--- src/rtl/let_pkg.sv ---
package let_pkg;

  localparam int PIX_W = 8;
  localparam int CFG_DATA_W = 13;
  localparam int CFG_IDX_W = 2;
  localparam int FW_W = 12;
  localparam int FH_W = 13;

  localparam logic CMD_PIXEL = 1'b0;
  localparam logic CMD_DRAIN = 1'b1;

  localparam logic [CFG_IDX_W-1:0] CFG_THRESHOLD = 2'd0;
  localparam logic [CFG_IDX_W-1:0] CFG_WIDTH     = 2'd1;
  localparam logic [CFG_IDX_W-1:0] CFG_HEIGHT    = 2'd2;

  typedef logic [PIX_W-1:0] pix_t;

endpackage

--- src/rtl/let_kernel.sv ---
module let_kernel (
  input  let_pkg::pix_t center,
  input  let_pkg::pix_t left,
  input  let_pkg::pix_t right,
  input  let_pkg::pix_t up,
  input  let_pkg::pix_t down,
  input  let_pkg::pix_t threshold,
  output logic          edge_res
);
  import let_pkg::*;

  logic [9:0]  pos;
  logic [9:0]  neg;
  logic [10:0] diff;
  pix_t        clamped;

  assign pos  = {center, 2'b00};
  assign neg  = 10'(left) + 10'(right) + 10'(up) + 10'(down);
  assign diff = {1'b0, pos} - {1'b0, neg};

  always_comb begin
    if (diff[10]) begin
      clamped = '0;
    end else if (diff[9:8] != 2'b00) begin
      clamped = '1;
    end else begin
      clamped = diff[7:0];
    end
  end

  assign edge_res = (clamped > threshold);

endmodule

--- config.mk ---
export PLATFORM = sky130hd
export DESIGN_NAME = let_kernel
export DESIGN_NICKNAME = d
export VERILOG_FILES = /design/src/rtl/let_pkg.sv /design/src/rtl/let_kernel.sv
export SDC_FILE = /design/constraint.sdc
export NUM_CORES = 1
export LEC_CHECK = 0
export CORE_MARGIN = 4
export CORE_UTILIZATION = 65
export DETAILED_ROUTE_END_ITERATION = 6
export DONT_BUFFER_PORTS = 1
export MAX_ROUTING_LAYER = met4
export PLACE_DENSITY_LB_ADDON = 0.2
export SYNTH_ARGS = -nofsm -noshare
export SYNTH_HDL_FRONTEND = slang
export SYNTH_SLANG_ARGS = --single-unit
--- constraint.sdc ---
create_clock -name vclk -period 7.9
set_input_delay 1.58 -clock vclk [all_inputs]
set_output_delay 1.58 -clock vclk [all_outputs]
set_load 0.02 [all_outputs]
Word-level counts from Yosys, hierarchy flattened
Cells that the tools add are included.

word-level totals
  input port bits = 48
  register bits after elaboration = 0
  output and inout bits = 1

operators by class
  multiplexer cells = 2
  $add $sub $neg = 4
  reduce and logical (&&, ||, !) cells = 1
  $lt $le $gt $ge = 1

operators by type and width
  cell                                            count
  8-bit two-way mux                               2
  10-bit by 10-bit subtractor with 11-bit output  1
  10-bit by 8-bit adder with 10-bit output        1
  9-bit by 8-bit adder with 10-bit output         1
  8-bit by 8-bit adder with 9-bit output          1
  8-bit > comparator                              1
  2-bit nonzero test                              1

Depth between registers and ports, before layout
Gate-level depths: netlist (run 1).

  depth after elaboration = 8
  mapped depth = 20
  mapped depth without buffers = 20

Worst setup path after synthesis (run 1)
OpenSTA, ideal clock, no wires.

  kind = input-to-output
  start = in right[5]
  end = out edge_res
  arrival time = 6.004 ns
  data required time = 6.320 ns
  path buffers = 0
  stages = 19
  path slack = 0.316 ns
  cells stage by stage = inv_1 -> fa_1 -> inv_1 -> fa_1 -> fa_1 -> inv_1 -> ha_1 -> a21o_1 -> a21o_1 -> a221o_1 -> or4_1 -> o221a_4 -> o21a_1 -> ha_1 -> a21o_1 -> a21o_1 -> a21oi_1 -> o21ai_0 -> o21a_1

between the ends
  cells in the longest elaborated chain, start to end = 8

RTL lines
  item                                              line              RTL
  from (decl)                                       let_kernel.sv:4   input let_pkg::pix_t right,
  8-bit by 8-bit adder with 9-bit output *          let_kernel.sv:18  assign neg = 10'(left) + 10'(right) + 10'(up) + 10'(down);
  9-bit by 8-bit adder with 10-bit output *         let_kernel.sv:18
  10-bit by 8-bit adder with 10-bit output *        let_kernel.sv:18
  10-bit by 10-bit subtractor with 11-bit output *  let_kernel.sv:19  assign diff = {1'b0, pos} - {1'b0, neg};
  2-bit nonzero test                                let_kernel.sv:24  end else if (diff[9:8] != 2'b00) begin
  8-bit two-way mux                                 let_kernel.sv:24
  8-bit two-way mux *                               let_kernel.sv:22  if (diff[10]) begin
  8-bit > comparator *                              let_kernel.sv:31  assign edge_res = (clamped > threshold);
  to (decl)                                         let_kernel.sv:8   output logic edge_res

Mark *: on every way between the ends. The rest lies on a longest branch, timed or not.

Final worst setup path (run 1)
Ends and elaborated chain as after synthesis.

==> results.yml, run 1 <==
logic_synthesis:
  synth_cells: 167
  syn_avg_cell_area_um2: 8.13
  ys_types: 25
  yosysSeqAreaShare_pct: 0
  synth_area_um2: 1360
  yosys_warnings: 0
  synth_nets: 259
placement:
  dp_hpwl_um: 2150
  place_ws_ns: 0.101
  gp_congestion: 0.750
  numPortBuffers: 0
timing:
  report.final.slew_viol_count: 0
  holdWs_ns: 3.60
  min_period_ns: 7.63
  setup_viol: 0
  finalHoldViolations: 0
  worst_pin_slew_ns: 0.401
  setup_slack_ns: 0.271
  fin_crit_sh_pct: 96.6
  slew_headroom_pct: 73.1
  fmax_ghz: 0.131
grt:
  grt_pass1_wl_um: 3790
  grt-ovfl-total: 0
  grt_pass1_vias: 1004
  grt_max_degree: 9
  grt.total_usage_pct: 17.2
  antenna_found_initial: 0
cts:
  post_cts_buffers: 0
  hold_buffers: 0
  cts_resized: 0
detailed_routing:
  ant_nets: 0
  postRouteWirelength_um: 2220
  top_layer: "met4"
  met1_length_um: 922
  wl_per_cell_um: 11.4
  route.met3.wl_um: 98
  via_per_inst: 5.27
  dr.pass1.iters: 4
  drcViolationCount: 0
  drt_iter0_markers: 4
  routed-wl-met2_um: 1170
  vias: 1023
cells_and_area:
  final_nets: 261
  drive_gt1_share_pct: 2.99
  nFlopsAndLatches: 0
  area_growth_pct: 3.78
  diodes: 0
  nFillCells: 165
  clock_buffers: 0
  utilization_pct: 71.1
  register_area_um2: 0
die:
  rows: 16
  die_h_um: 53.7
  pin_count: 49
  die_w_um: 53.7
  die_area_um2: 2880
  start_util_pct: 68.5
  coreArea_um2: 1980
min_path:
  min-delay-path-class: "primary input to output pin"
worst_setup_path:
  critPathCaptureType: "output pin"
  critical_path.cell_chain: "inv_1, fa_1, inv_1, fa_1, fa_1, inv_1, ha_4, a21o_1, a21o_1, a221o_1, or4_1, o221a_4, o21a_1, ha_1, nor2b_1, o21ai_0, nand2b_1, a21oi_1, o21ai_0, o21a_2"
  crit_slowest_cell: "fa_1"
  crit_arrival_ns: 6.05
  path_class: "primary input to output pin"
  critPathBufInv: 3
  critPathMaxStageDelay_ns: 0.53
  required_ns: 6.32
  cp_max_fo: 8
  cpLargestDelayFamily: "adder cells"
  worstSetupStartpointType: "primary input"
pwr:
  pwr_density_cell_nw_per_um2: 262
  finalPower_w: 0.000369
  power.leakage_nw: 0.842
  max-vdd-ir-drop_mv: 0.230
run:
  drv_cap: 0
status:
  status: "complete, no violations"
per-layer routing:
| metal | global-route usage (%) | vias up |
|---|---|---|
| met5 | - | - |
| met4 | 2.55 | 0 |
| met3 | 1.94 | 2 |
| met2 | 30.2 | 29 |
| met1 | 21.6 | 481 |
| li1 | - | 511 |
logic make-up (layout without fill, tap and decap cells):
| family | Yosys count | in the layout | share of synthesized area [%] |
|---|---|---|---|
| buffers and inverters | 63 | 63 | 17.4 |
| XOR/XNOR | 7 | 7 | 4.52 |
| adder cells (fa/ha/maj) | 44 | 44 | 53.3 |
| AO/OA/AOI/OAI | 33 | 33 | 17.0 |
| multiplexers | 1 | 1 | 0.737 |
| AND/OR/NAND/NOR | 19 | 19 | 7.10 |
where the power goes:
| part | internal, W | switching, W |
|---|---|---|
| sequential | 0 | 0 |
| combinational | 0.000172 | 0.000197 |
| clock | 0 | 0 |
| total | 0.000172 | 0.000197 |
Yosys cell counts, drive strengths merged, types with 2 or more instances:
cell type  instances  area [um2]
a21oi              9        45.0
a21o               6        45.0
xor2               3        26.3
nand2b             2        12.5
inv               63         236
o21a               8        60.1
nand2              5        18.8
nand4              2        12.5
ha                21         263
fa                23         460
nor3               2        10.0
xnor2              4        35.0
o21ai              5        25.0
nor2b              2        12.5
nor2               3        11.3
metrics by stage:
step           setup TNS [ns]  instances  instance area [um2]
2_1_floorplan               0        167                 1360
3_3_place_gp                0        194                 1390
3_5_place_dp                0        194                 1390
4_1_cts                     0        194                 1390
5_1_grt             -0.000409        194                 1410
6_report                    0        194                 1410
final timing paths:
path	cells past startpoint	startpoint	slack [ns]	end
setup / recovery	20	right[5]	0.27	edge_res
hold / removal	3	threshold[0]	3.60	edge_res
cell type report:
class	instances	area (um2)	share of cell area (%)
multi-input cells	104	1140	80.8
well taps	27	33.8	2.40
inverters	63	236	16.8
layout by cell type (no fill, tap or decap), types with 3 or more instances in the layout:
cell | Yosys | routed
o21a_1 | 8 | 7
a21o_1 | 6 | 6
a21oi_1 | 9 | 8
ha_1 | 21 | 20
xor2_1 | 3 | 3
nor2_1 | 3 | 3
o21ai_0 | 4 | 4
inv_1 | 63 | 63
nand2_1 | 5 | 5
fa_1 | 23 | 23
xnor2_1 | 4 | 4
(Power assumes the default switching activity.)
==> run 2, diff against run 1 <==
CORE_UTILIZATION = 41   (was 65)
==> results.yml, run 2 (synthesis gave the netlist of run 1 again) <==
worst_setup_path:
  crit_slowest_cell: "fa_1"
  path_class: "primary input to output pin"
  critPathMaxStageDelay_ns: 0.52
  critPathCaptureType: "output pin"
  critical_path_depth: 20
  worstSetupStartpointType: "primary input"
  cp_max_fo: 8
  crit_arrival_ns: 6.05
  cpLargestDelayFamily: "adder cells"
  required_ns: 6.32
  critPathBufInv: 3
  critical_path.cell_chain: "inv_1, fa_1, inv_1, fa_1, fa_1, inv_1, ha_4, a21o_1, a21o_1, a221o_1, or4_1, o221a_4, o21a_1, ha_1, nor2b_1, o21ai_0, nand2b_1, a21oi_1, o21ai_0, o21a_2"
  crit_start: "right[5]"
pwr:
  pwr_density_cell_nw_per_um2: 255
  max-vdd-ir-drop_mv: 0.112
  power.leakage_nw: 0.842
grt:
  grt_pass1_wl_um: 3880
  grt_pass1_vias: 1044
  grt-ovfl-total: 0
  grt.total_usage_pct: 10.7
  grt_max_degree: 9
  antenna_found_initial: 0
timing:
  report.final.slew_viol_count: 0
  min_period_ns: 7.63
  rsz0062_at_grt: "false"
  tns_ns: 0
  finalHoldViolations: 0
  fin_crit_sh_pct: 96.6
  slew_headroom_pct: 67.4
  fmax_ghz: 0.131
  worst_pin_slew_ns: 0.486
  setup_viol: 0
  setup_slack_ns: 0.269
status:
  status: "complete, no violations"
min_path:
  min_path_cells: 3
  hp-start: "threshold[0]"
  min-delay-path-class: "primary input to output pin"
cells_and_area:
  nFlopsAndLatches: 0
  register_area_um2: 0
  final_common_cell: "inv_1"
  final_cell_mix: "63 x inv_1, 23 x fa_1, 20 x ha_1"
  area_growth_pct: 5.35
  clock_buffers: 0
  final_nets: 261
  diodes: 0
  drive_gt1_share_pct: 2.99
placement:
  place_ws_ns: 0.148
  dp_hpwl_um: 2160
  numPortBuffers: 0
  gp_congestion: 0.785
detailed_routing:
  postRouteWirelength_um: 2240
  drcViolationCount: 0
  drt_iter0_markers: 15
  ant_nets: 0
  vias: 1011
  dr.pass1.iters: 4
  via_per_inst: 4.79
  wl_per_cell_um: 10.6
die:
  die_area_um2: 4300
  die_w_um: 65.5
  start_util_pct: 43.7
  die_h_um: 65.5
  rows: 20
  pin_count: 49
  coreArea_um2: 3100
run:
  drv_cap: 0
-- run 2: cell counts in the layout (fill, tap and decap cells not counted) --
Identical to the previous run, type by type.
-- run 2: final cells by class --
type / instances / area [um2]
inverters: 63 / 236
well taps: 44 / 55.1
fillers: 341 / 1670
multi-input cells: 104 / 1140
-- run 2: through the flow --
step                instances  utilization (%)  cell area [um2]  hold WS [ns]  power, W
detailed placement        211             45.5             1410          3.61  0.000358
global route              211             46.1             1430          3.61  0.000420
global placement          211             45.5             1410          3.61  0.000345
floorplan                 167                -             1360          3.58  0.000300
finish                    211             46.1             1430          3.60  0.000365
CTS                       211             45.5             1410          3.61  0.000360
-- run 2: final timing paths --
check,to,slack (ns)
max,edge_res,0.27
min,edge_res,3.60
-- run 2: report_power, final --
| group | switching, W | total [W] | internal [W] |
|---|---|---|---|
| registers | 0 | 0 | 0 |
| logic | 0.000194 | 0.000365 | 0.000170 |
| clock network | 0 | 0 | 0 |
-- run 2: timing repair --
item | in CTS | in global routing
gates resized for setup | 0 | 3
setup buffers | 0 | 0
hold buffers | 0 | 0
setup endpoints to repair | 0 | 1
-- run 2: metal layers --
metal	vias to the layer above	part of all wire (%)	global-route usage (%)
li1	513	-	-
met1	475	40	13.2
met2	23	56	20.4
met3	0	3.8	0.342
met4	0	0	0.518
met5	-	0	-
